[src/hdl/pics_pkg.sv]
package pics_pkg;

   localparam int unsigned DataWidth   = 8;
   localparam int unsigned WordWidth   = 16;
   localparam int unsigned AccWidth    = 17;
   localparam int unsigned CountWidth  = 32;
   localparam int unsigned CsrWidth    = 32;
   localparam int unsigned CsrIdxWidth = 4;

   // register indexes of the configuration port
   localparam logic [CsrIdxWidth-1:0] CSR_SKIP_OFFSET  = 4'd0;
   localparam logic [CsrIdxWidth-1:0] CSR_EXPECTED_SUM = 4'd1;

   // offset of the second skipped word and length of the skipped field
   localparam logic [CountWidth-1:0] SkipSecondWord = 32'd2;
   localparam logic [CountWidth:0]   SkipFieldLen   = 33'd4;

   // finished file handed from the accumulator to the result stage
   typedef struct packed {
      logic [AccWidth-1:0]   acc;
      logic [CountWidth-1:0] len;
   } fin_type;

   // add a 16-bit word into the 17-bit accumulator and fold the carry back
   function automatic logic [AccWidth-1:0] fold_add(input logic [AccWidth-1:0]  acc,
                                                    input logic [WordWidth-1:0] val);
      logic [AccWidth:0] s;
      logic [AccWidth:0] f;
      s = {1'b0, acc} + {2'b00, val};
      f = {2'b00, s[WordWidth-1:0]} + {{(AccWidth-1){1'b0}}, s[AccWidth:WordWidth]};
      return f[AccWidth-1:0];
   endfunction

endpackage

[src/hdl/pics_accum.sv]
module pics_accum (
   input  logic                            clock,
   input  logic                            reset,
   input  logic                            take,
   input  logic [pics_pkg::DataWidth-1:0]  data_byte,
   input  logic                            last_byte,
   input  logic [pics_pkg::CountWidth-1:0] skip_offset,
   input  logic                            fin_ready,
   output logic                            fin_valid,
   output pics_pkg::fin_type               fin
);
   import pics_pkg::*;

   logic [CountWidth-1:0] count_ff, count_in;
   logic [DataWidth-1:0]  held_ff, held_in;
   logic [AccWidth-1:0]   acc_ff, acc_in;
   logic                  fin_valid_ff, fin_valid_in;
   fin_type               fin_ff, fin_in;

   logic                  odd_pos;
   logic [CountWidth-1:0] word_off;
   logic [CountWidth-1:0] pos_next;
   logic                  skip_hit;
   logic                  add_en;
   logic [WordWidth-1:0]  add_val;
   logic [AccWidth-1:0]   acc_new;

   // pair bytes, skip the stored checksum field, add the trailing odd byte
   always_comb begin
      odd_pos  = count_ff[0];
      word_off = count_ff - {{(CountWidth-1){1'b0}}, 1'b1};
      pos_next = count_ff + {{(CountWidth-1){1'b0}}, 1'b1};
      skip_hit = (word_off == skip_offset) || (word_off == skip_offset + SkipSecondWord);
      add_en   = odd_pos ? !skip_hit : last_byte;
      add_val  = odd_pos ? {data_byte, held_ff} : {{(WordWidth-DataWidth){1'b0}}, data_byte};
      acc_new  = add_en ? fold_add(acc_ff, add_val) : acc_ff;
   end

   // advance the stream state; clear it after the last word of a file
   always_comb begin
      count_in     = count_ff;
      held_in      = held_ff;
      acc_in       = acc_ff;
      fin_in       = fin_ff;
      fin_valid_in = fin_valid_ff && !fin_ready;
      if (take) begin
         if (last_byte) begin
            count_in     = '0;
            held_in      = '0;
            acc_in       = '0;
            fin_in.acc   = acc_new;
            fin_in.len   = pos_next;
            fin_valid_in = 1'b1;
         end else begin
            count_in = pos_next;
            held_in  = odd_pos ? held_ff : data_byte;
            acc_in   = acc_new;
         end
      end
   end

   always_ff @(posedge clock) begin
      if (reset) begin
         count_ff     <= '0;
         held_ff      <= '0;
         acc_ff       <= '0;
         fin_valid_ff <= 1'b0;
      end else begin
         count_ff     <= count_in;
         held_ff      <= held_in;
         acc_ff       <= acc_in;
         fin_valid_ff <= fin_valid_in;
      end
   end

   // hold the finished file without reset
   always_ff @(posedge clock) begin
      fin_ff <= fin_in;
   end

   assign fin_valid = fin_valid_ff;
   assign fin       = fin_ff;

endmodule

[src/hdl/pics_finish.sv]
module pics_finish (
   input  logic                            clock,
   input  logic                            reset,
   input  logic                            fin_valid,
   input  pics_pkg::fin_type               fin,
   output logic                            fin_ready,
   input  logic [pics_pkg::CsrWidth-1:0]   skip_offset,
   input  logic [pics_pkg::CsrWidth-1:0]   expected_sum,
   output logic                            rsp_valid,
   input  logic                            rsp_stall,
   output logic [pics_pkg::CountWidth-1:0] rsp_computed_sum,
   output logic                            rsp_sum_mismatch,
   output logic                            rsp_compare_valid
);
   import pics_pkg::*;

   logic                  rsp_valid_ff, rsp_valid_in;
   logic [CountWidth-1:0] sum_ff, sum_in;
   logic                  mismatch_ff, mismatch_in;
   logic                  cmp_valid_ff, cmp_valid_in;

   logic [AccWidth-1:0]   folded;
   logic                  load;

   assign fin_ready = !rsp_valid_ff || !rsp_stall;
   assign load      = fin_valid && fin_ready;

   // final fold, add the length and compare with the stored checksum
   always_comb begin
      folded       = {1'b0, fin.acc[WordWidth-1:0]}
                   + {{(AccWidth-1){1'b0}}, fin.acc[AccWidth-1]};
      sum_in       = fin.len + {{(CountWidth-AccWidth){1'b0}}, folded};
      cmp_valid_in = (expected_sum != '0)
                   && (({1'b0, skip_offset} + SkipFieldLen) <= {1'b0, fin.len});
      mismatch_in  = cmp_valid_in && (sum_in != expected_sum);
      rsp_valid_in = load ? 1'b1 : (rsp_valid_ff && rsp_stall);
   end

   always_ff @(posedge clock) begin
      if (reset) begin
         rsp_valid_ff <= 1'b0;
      end else begin
         rsp_valid_ff <= rsp_valid_in;
      end
   end

   // load the result word only when the output register is free
   always_ff @(posedge clock) begin
      if (load) begin
         sum_ff       <= sum_in;
         mismatch_ff  <= mismatch_in;
         cmp_valid_ff <= cmp_valid_in;
      end
   end

   assign rsp_valid         = rsp_valid_ff;
   assign rsp_computed_sum  = sum_ff;
   assign rsp_sum_mismatch  = mismatch_ff;
   assign rsp_compare_valid = cmp_valid_ff;

endmodule

[src/hdl/pe_image_checksum_stream_core.sv]
// Streaming image checksum: 16-bit fold-add over little-endian byte pairs plus the length.
//
// Input channel req_*: one file byte per word, req_last_byte marks the final byte.
// A word is taken when req_valid is high and req_stall is low. Bytes of one file
// can follow each other in every cycle; a new file may start right after the last.
// Result channel rsp_*: one word per file, carrying the checksum, the compare flag
// and the mismatch flag. It is taken when rsp_valid is high and rsp_stall is low.
// A file's result is registered in the stage ahead, then in the output register, before it is offered.
// Throughput: one byte per cycle while req_stall is low, set by the single fold-add on the accumulator.
// Configuration csr_*: index 0 is the byte offset of the stored checksum field,
// index 1 the expected checksum (zero turns the compare off). Write only while idle.
// Reset clears the stream state, the pipeline valid flags and both registers.
// While the receiver stalls, one finished file waits in the output register and one
// in the stage ahead; bytes keep flowing until both are full. req_stall then rises
// and holds every byte until the output register is freed.
module pe_image_checksum_stream_core (
   input  logic                             clock,
   input  logic                             reset,
   input  logic                             req_valid,
   output logic                             req_stall,
   input  logic [pics_pkg::DataWidth-1:0]   req_data_byte,
   input  logic                             req_last_byte,
   output logic                             rsp_valid,
   input  logic                             rsp_stall,
   output logic [pics_pkg::CountWidth-1:0]  rsp_computed_sum,
   output logic                             rsp_sum_mismatch,
   output logic                             rsp_compare_valid,
   input  logic                             csr_write_enable,
   input  logic [pics_pkg::CsrIdxWidth-1:0] csr_index,
   input  logic [pics_pkg::CsrWidth-1:0]    csr_write_data
);
   import pics_pkg::*;

   logic [CsrWidth-1:0] skip_ff, skip_in;
   logic [CsrWidth-1:0] expect_ff, expect_in;

   logic    take;
   logic    fin_valid;
   logic    fin_ready;
   fin_type fin;

   // decode configuration writes; ignore unknown indexes
   always_comb begin
      skip_in   = skip_ff;
      expect_in = expect_ff;
      if (csr_write_enable) begin
         case (csr_index)
            CSR_SKIP_OFFSET:  skip_in   = csr_write_data;
            CSR_EXPECTED_SUM: expect_in = csr_write_data;
            default: ;
         endcase
      end
   end

   always_ff @(posedge clock) begin
      if (reset) begin
         skip_ff   <= '0;
         expect_ff <= '0;
      end else begin
         skip_ff   <= skip_in;
         expect_ff <= expect_in;
      end
   end

   // stall only when a finished file cannot move on
   assign req_stall = fin_valid && !fin_ready;
   assign take      = req_valid && !req_stall;

   pics_accum u_accum (
      .clock       (clock),
      .reset       (reset),
      .take        (take),
      .data_byte   (req_data_byte),
      .last_byte   (req_last_byte),
      .skip_offset (skip_ff),
      .fin_ready   (fin_ready),
      .fin_valid   (fin_valid),
      .fin         (fin)
   );

   pics_finish u_finish (
      .clock             (clock),
      .reset             (reset),
      .fin_valid         (fin_valid),
      .fin               (fin),
      .fin_ready         (fin_ready),
      .skip_offset       (skip_ff),
      .expected_sum      (expect_ff),
      .rsp_valid         (rsp_valid),
      .rsp_stall         (rsp_stall),
      .rsp_computed_sum  (rsp_computed_sum),
      .rsp_sum_mismatch  (rsp_sum_mismatch),
      .rsp_compare_valid (rsp_compare_valid)
   );

   // a taken last byte always leaves a finished file in the stage ahead
   a_last_to_fin: assert property (@(posedge clock) disable iff (reset)
      take && req_last_byte |=> fin_valid)
      else $error("last byte taken but no finished file");

   // a mismatch is only reported when the compare is valid
   a_mismatch_needs_valid: assert property (@(posedge clock) disable iff (reset)
      rsp_valid && rsp_sum_mismatch |-> rsp_compare_valid)
      else $error("mismatch without a valid compare");

   // a valid compare needs a nonzero expected checksum
   a_valid_needs_expect: assert property (@(posedge clock) disable iff (reset)
      rsp_valid && rsp_compare_valid |-> expect_ff != '0)
      else $error("compare valid with expected checksum zero");

   // a pending result that is stalled stays offered
   a_result_kept: assert property (@(posedge clock) disable iff (reset)
      rsp_valid && rsp_stall |=> rsp_valid && fin_valid == $past(fin_valid || take && req_last_byte))
      else $error("stalled result dropped");

endmodule
[config.mk]
export PLATFORM = sky130hd
export DESIGN_NAME = pe_image_checksum_stream_core
export DESIGN_NICKNAME = d
export VERILOG_FILES = /design/src/hdl/pics_pkg.sv /design/src/hdl/pics_accum.sv /design/src/hdl/pics_finish.sv /design/src/hdl/pe_image_checksum_stream_core.sv
export SDC_FILE = /design/constraint.sdc
export NUM_CORES = 1
export LEC_CHECK = 0
export ABC_AREA = 1
export BUFFER_PORTS_ARGS = -buffer_cell sky130_fd_sc_hd__buf_4
export CORE_ASPECT_RATIO = 1.75
export CORE_MARGIN = 5
export CORE_UTILIZATION = 52
export CTS_BUF_LIST = sky130_fd_sc_hd__clkbuf_4
export CTS_CLUSTER_DIAMETER = 50
export DETAILED_ROUTE_END_ITERATION = 10
export GPL_TIMING_DRIVEN = 0
export PLACE_DENSITY = 0.69
export SLEW_MARGIN = 30
export SYNTH_ARGS = -nofsm -noshare
export SYNTH_HDL_FRONTEND = slang
export SYNTH_SLANG_ARGS = --single-unit
export TNS_END_PERCENT = 30
[constraint.sdc]
create_clock -name clock -period 5.25 [get_ports clock]
set_clock_uncertainty 0.15 [all_clocks]
set_input_delay 1.05 -clock clock [delete_from_list [all_inputs] [get_ports clock]]
set_output_delay 1.05 -clock clock [all_outputs]
set_load 0.05 [all_outputs]
; ---- After elaboration in Yosys (flattened, before gate mapping)
; Cells that the tools add are included.
[word_totals]
regBits = 206
inputBits = 50
out_inout_bits = 36
word_cells = 55
[op_classes]
n_addsub = 8
order_cmp = 1
n_eq_ne = 5
muxes = 10
n_reduce_logical = 19
[op_table]
columns = op, n
row1 = $eq 32x32->1, 2
row2 = $mux 17, 2
row3 = $add 32x3->33 const B, 1
row4 = $le 33x32->1, 1
row5 = $add 32x1->32 const B, 1
row6 = $add 32x17->32, 1
row7 = $add 32x2->32 const B, 1
row8 = $mux 32, 1
row9 = $ne 32x32->1, 1
row10 = $reduce_bool 32->1, 1
row11 = $sub 32x1->32 const B, 1
row12 = $add 17x16->18, 1
row13 = $add 16x1->17, 1
row14 = $add 16x2->17, 1
row15 = $mux 16, 1
row16 = $mux 8, 2
row17 = $reduce_and 2->1, 4
row18 = $logic_and 1x1->1, 6
row19 = $logic_not 1->1, 5
row20 = $eq 4x1->1 const B, 1
row21 = $logic_not 4->1, 1
row22 = $mux 1, 4
row23 = $logic_or 1x1->1, 2
row24 = $ne 2x2->1 const B, 1

; ---- Longest topological paths before layout
[depth]
ltp_word = 7
mapped_depth = 30
mapped_depth_nobuf = 27

; ---- By module
; Synthesis repeated with hierarchy kept, for this count alone.
[hier_totals]
cells_unflattened = 2942
area_unflattened_um2 = 18386.4
[by_module_without_submodules]
columns = module, instances, cells_per_inst, area_each_um2, seq_area_each_um2
row1 = pics_accum, 1, 1585, 9977.1, 2632.5
row2 = pics_finish, 1, 894, 5323.9, 1041.0
row3 = pe_image_checksum_stream_core, 1, 463, 3085.5, 1281.2

; ---- Worst setup path after synthesis
; OpenSTA, ideal clock, no wires.
[synth_timing]
path_type = input port to flip-flop
from = in req_data_byte[0] in the netlist's numbering
to = reg u_accum.fin_ff, in the netlist u_accum.fin[46] (data pin)
setup_ns = 0.255
arrival_time_ns = 4.306
required_time_ns = 4.845
slack_ns = 0.540
stages = 24
n_path_buf = 0
cell_sequence = inv_1 > o21ai_0 > ha_1 > inv_1 > fa_1 > nand3b_1 > nand2_1 > nand2_1 > nand2_1 > nand4_1 > nand2_1 > a21oi_1 > o21ai_0 > xor2_1 > ha_1 > fa_1 > nor3b_1 > nand2_1 > nor2_1 > nand3_1 > nand2_1 > nand2_1 > nand3b_1 > and2_1
[synth_between]
elab_chain_len = 4
[synth_lines]
columns = item, line_no
row1 = from (decl), pe_image_checksum_stream_core.sv:21  ; input logic [pics_pkg::DataWidth-1:0] req_data_byte,
row2 = $mux 16, pics_accum.sv:35  ; add_val = odd_pos ? {data_byte, held_ff} : {{(WordWidth-DataWidth){1'b0}}, data_byte};
row3 = $add 17x16->18, pics_pkg.sv:29  ; s = {1'b0, acc} + {2'b00, val};
row4 = $add 16x2->17, pics_pkg.sv:30  ; f = {2'b00, s[WordWidth-1:0]} + {{(AccWidth-1){1'b0}}, s[AccWidth:WordWidth]};
row5 = $mux 17, pics_accum.sv:36  ; acc_new = add_en ? fold_add(acc_ff, add_val) : acc_ff;
row6 = via u_accum.acc_new[14], pics_accum.sv:26  ; logic [AccWidth-1:0] acc_new;
row7 = to (signal assigned), pics_accum.sv:78  ; fin_ff <= fin_in;
row8 = to (decl), pics_accum.sv:18  ; fin_type fin_ff, fin_in;
; The timed path passes the listed nets, and every way through them passes these cells.
; A chain may end at the register's enable or synchronous reset.

; ---- Final worst setup path
[layout_timing]
from = reg u_accum.count_ff[0]
to = reg u_accum.acc_ff[9]
[layout_between]
elab_chain_len = 7
word_cells_on_any_way = 11
cone_classes = add/sub: 3 / eq/ne: 2 / mux: 4 / reduce/logical: 2
[layout_lines]
columns = item, line_no
row1 = from (decl), pics_accum.sv:14  ; logic [CountWidth-1:0] count_ff, count_in;
row2 = from (signal assigned), pics_accum.sv:69  ; count_ff <= count_in;
row3 = "parallel branches: the longest is 5 deep, another holds $add 17x16->18", -
row4 = $mux 17 (*), pics_accum.sv:36
row5 = via u_accum.acc_new[9], pics_accum.sv:26
row6 = $mux 17 (*), pics_accum.sv:47  ; if (last_byte) begin
row7 = to (signal assigned), pics_accum.sv:71  ; acc_ff <= acc_in;
row8 = to (decl), pics_accum.sv:16  ; logic [AccWidth-1:0] acc_ff, acc_in;
; Mark *: on every way through the listed nets, which the timed path passes.

==> results.md <==
### STA
- **number of hold violations in the final report** 0
- **final critical-path share of the clock period** 93.96%
- **final critical-path setup slack** 0.3171 ns
- **min Tclk post-route** 4.933 ns
- **Final setup viols** 0
- **headroom to the max-slew limit** 36.96%
- **maximum frequency from static timing analysis** 202.7 MHz
- **unrepaired setup endpoints after global routing** false
- **actual transition at the worst max-transition pin** 0.9392 ns
- **number of pins with negative max-slew slack in the final report** 0

### Logic synthesis
- **Seq cells post-synth** 206
- **async set-reset flop share out of synthesis** 0%
- **cell area after technology mapping** 16170 um2
- **Seq/Total Area, Yosys** 30.65%
- **per-instance average area after synthesis** 6.795 um2
- **syn_nets** 2502
- **Synth cell types** 52
- **number of warning messages in the yosys log** 0
- **most frequently used flop master after synthesis** sky130_fd_sc_hd__dfxtp_1
- **post-synthesis instance total** 2379
- **number of flops mapped to enable cells by yosys** 83

### Drt
- **average via count per standard cell** 5.482
- **Iter 0 DRT Violations** 938
- **average wire length per cell after detail routing** 19.38 um
- **final routed wirelength across all metal layers** 57220 um
- **# DRC** 0
- **count of nets left with antenna violations after detail routing** 0
- **drt first pass iters** 6
- **via count** 16190

### Critical path
- **Max FO, Critical Path** 15
- **internal reg-to-reg setup slack** 0.32 ns
- **Crit. End Element** flip-flop
- **worst path arrival time** 5.41 ns
- **library cell appearing most often on the critical path** sky130_fd_sc_hd__nand2_1
- **kind of critical path** reg -> reg
- **delay of the slowest cell on the worst path** 0.39 ns
- **data required time at the worst endpoint** 5.73 ns
- **slowest cell on the critical path** sky130_fd_sc_hd__fa_1
- **CP Launch Point** u_accum.count_ff[0]
- **Reg-to-Reg Start** u_accum.count_ff[0]
- **category of the worst setup path launch point** flip-flop

### Pwr
- **Switching Power** 1.296 mW
- **sequential group share of total power** 43.8%
- **power density of the placed cells** 222.5 nW/um2
- **Cell Int Power** 2.733 mW
- **clock network power share** 37.5%
- **Logic pwr share** 18.7%
- **leakage power total** 8.325 nW
- **worst ir drop on vdd** 143.8 uV
- **switching fraction of total power** 32.17%

### Worst hold path
- **start point of the worst hold path** expect_ff[16]
- **type of the worst min-delay path** reg -> reg

### Finish
- **area occupied by multi-input gates** 9518 um2
- **leading cell types in the layout, fill and taps excluded** sky130_fd_sc_hd__nand2_1, sky130_fd_sc_hd__inv_1, sky130_fd_sc_hd__nor2_1
- **fill cell count** 3090
- **register area** 4955 um2
- **synthesis-to-layout area growth** 11.99%
- **proportion of layout cells with a drive suffix above 1** 13.28%
- **Non-Filler Cell Area, Final** 18100 um2
- **most frequent standard cell in the layout excluding fill and tap cells** sky130_fd_sc_hd__nand2_1
- **net count of the finished layout** 2642

### GRT
- **number of global-route vias before repair** 15940
- **total global routing track utilization** 32.34%
- **antenna violations before repair** 1
- **largest net degree at the start of global routing** 26
- **wire length of the first global-routing pass** 86310 um
- **total overflow reported by the global router** 0

### Floorplan
- **overall die area** 34850 um2
- **die extent in x** 143.3 um
- **Top-Level Pins** 86
- **number of cell rows** 85
- **height of the chip** 243.2 um
- **Floorplan Core Area** 30740 um2
- **initial cell density of the core** 52.60%

### Clock network
- **CTS tree** built
- **buffers inserted by post-CTS timing repair** 0
- **register clock-pin slew on the reported worst setup and hold paths** 0.08 ns
- **total number of clock tree sinks** 206
- **number of clock buffers inserted by TritonCTS** 52
- **clock latency on the worst-skew pair** 0.75 ns
- **CTS H-Tree Depth** 2
- **clk buf depth** 3
- **Clock Tree Root** sky130_fd_sc_hd__clkbuf_4
- **hold bufs inserted after CTS** 0

### Place
- **Post-DP HPWL** 48030 um
- **Cell Area, Placed** 17370 um2
- **worst setup slack after placement** -0.3932 ns
- **IO buf count** 84
- **weighted congestion at the end of routability-driven global placement** 1.008

### Run
- **number of max-cap violations** 0

### Outcome
- **run status** finished, final reports clean

-- synth_stat cells (9+ instances only) --
cell	count	area, um2
sky130_fd_sc_hd__xnor2_1	33	289.0
sky130_fd_sc_hd__ha_1	69	863.3
sky130_fd_sc_hd__nand4_1	61	381.6
sky130_fd_sc_hd__nand2_1	587	2203
sky130_fd_sc_hd__nor2_1	239	897.1
sky130_fd_sc_hd__inv_2	10	37.54
sky130_fd_sc_hd__nand3b_1	17	127.6
sky130_fd_sc_hd__edfxtp_1	83	2492
sky130_fd_sc_hd__dfxtp_1	123	2462
sky130_fd_sc_hd__nand3_1	138	690.7
sky130_fd_sc_hd__o22ai_1	9	56.30
sky130_fd_sc_hd__a21oi_1	157	785.8
sky130_fd_sc_hd__a21oi_2	10	87.58
sky130_fd_sc_hd__nor3_1	45	225.2
sky130_fd_sc_hd__xor2_1	108	945.9
sky130_fd_sc_hd__inv_1	338	1269
sky130_fd_sc_hd__o21ai_0	111	555.5
sky130_fd_sc_hd__nor2_4	13	146.4
sky130_fd_sc_hd__buf_2	22	110.1
sky130_fd_sc_hd__nand2_2	19	118.9
sky130_fd_sc_hd__nor2_2	20	125.1
sky130_fd_sc_hd__nand3_2	31	310.3
sky130_fd_sc_hd__nor4_1	12	75.07
sky130_fd_sc_hd__clkbuf_1	38	142.6
sky130_fd_sc_hd__and2_1	16	100.1
-- metrics by stage --
step           TNS (ns)  std cells  hold slack [ns]  util [%]  power, mW
6_report              0       2953           0.3381     58.90      4.029
5_1_grt               0       2953           0.3669     58.90      4.213
4_1_cts               0       2953           0.3390     58.88      4.061
3_5_place_dp     -2.996       2857           0.3281     56.53      2.541
3_3_place_gp     -35.72       2854           0.3196     56.24      2.523
2_1_floorplan         0       2379           0.3009         -      2.298
-- timing repair --
action	CTS	global route
cloned	0	0
endpoints found under the setup margin	11	13
pin swaps	0	0
gates resized for setup	4	5
hold endpoints to repair	0	0
-- worst max-delay path: cells and delay by family (launching register included) --
family          cells  cell delay, ns
buf+inv             4            0.57
compound gates      5            0.62
flops               1            0.38
simple gates       15            1.92
xor+xnor            2            0.35
fa+ha+maj           3            0.85
-- routing by layer --
layer	global-route usage, %	share of wire, %	up-vias
met1	34.96	36	7406
met2	56.80	50	561
li1	-	-	8012
met3	3.249	4.6	210
met5	0	0	-
met4	24.61	9.3	0
-- power by group through the flow --
stage          Clock (mW)  Sequential [mW]  Combinational (mW)
5_1_grt              1.62             1.77               0.825
3_3_place_gp            0             1.80               0.722
2_1_floorplan           0             1.82               0.475
6_report             1.51             1.76               0.752
4_1_cts              1.55             1.76               0.746
3_5_place_dp            0             1.80               0.741
-- kinds of logic (layout without fill, tap and decap cells) --
logic type	after synthesis	count (layout)	share of synthesized area, %
AO/OA/AOI/OAI	317	317	10.60
XOR/XNOR	142	142	7.779
adder cells (fa/ha/maj)	73	73	5.836
buffers and inverters	427	609	10.64
flip-flops	206	206	30.65
other	0	1	0
AND/OR/NAND/NOR	1214	1214	34.50
-- final timing paths --
kind / endpoint / depth (start not counted)
min reg2reg: expect_ff[16] / 2
max reg2reg: u_accum.acc_ff[9] / 29
min: expect_ff[16] / 2
max: u_accum.acc_ff[9] / 29
-- state kept, by name (all words and copies together), names as in the netlist --
name / flops
u_accum.fin: 49
expect_ff: 32
skip_ff: 32
u_accum.count_ff: 32
u_finish.rsp_computed_sum: 32
u_accum.acc_ff: 17
u_accum.held_ff: 8
u_accum.fin_valid: 1
u_finish.rsp_compare_valid: 1
u_finish.rsp_sum_mismatch: 1
u_finish.rsp_valid: 1
-- layout make-up --
type	count	share of cell area, %
antenna	1	0.01382
timing repair buffer	87	3.870
clock buffer	67	2.778
inverter	349	7.243
sequential	206	27.37
clock inverter	29	1.175
multi-input combinational	1746	52.57
buffer	77	2.274
tap	391	2.702
No activity file was read; power rests on OpenSTA's default activity.
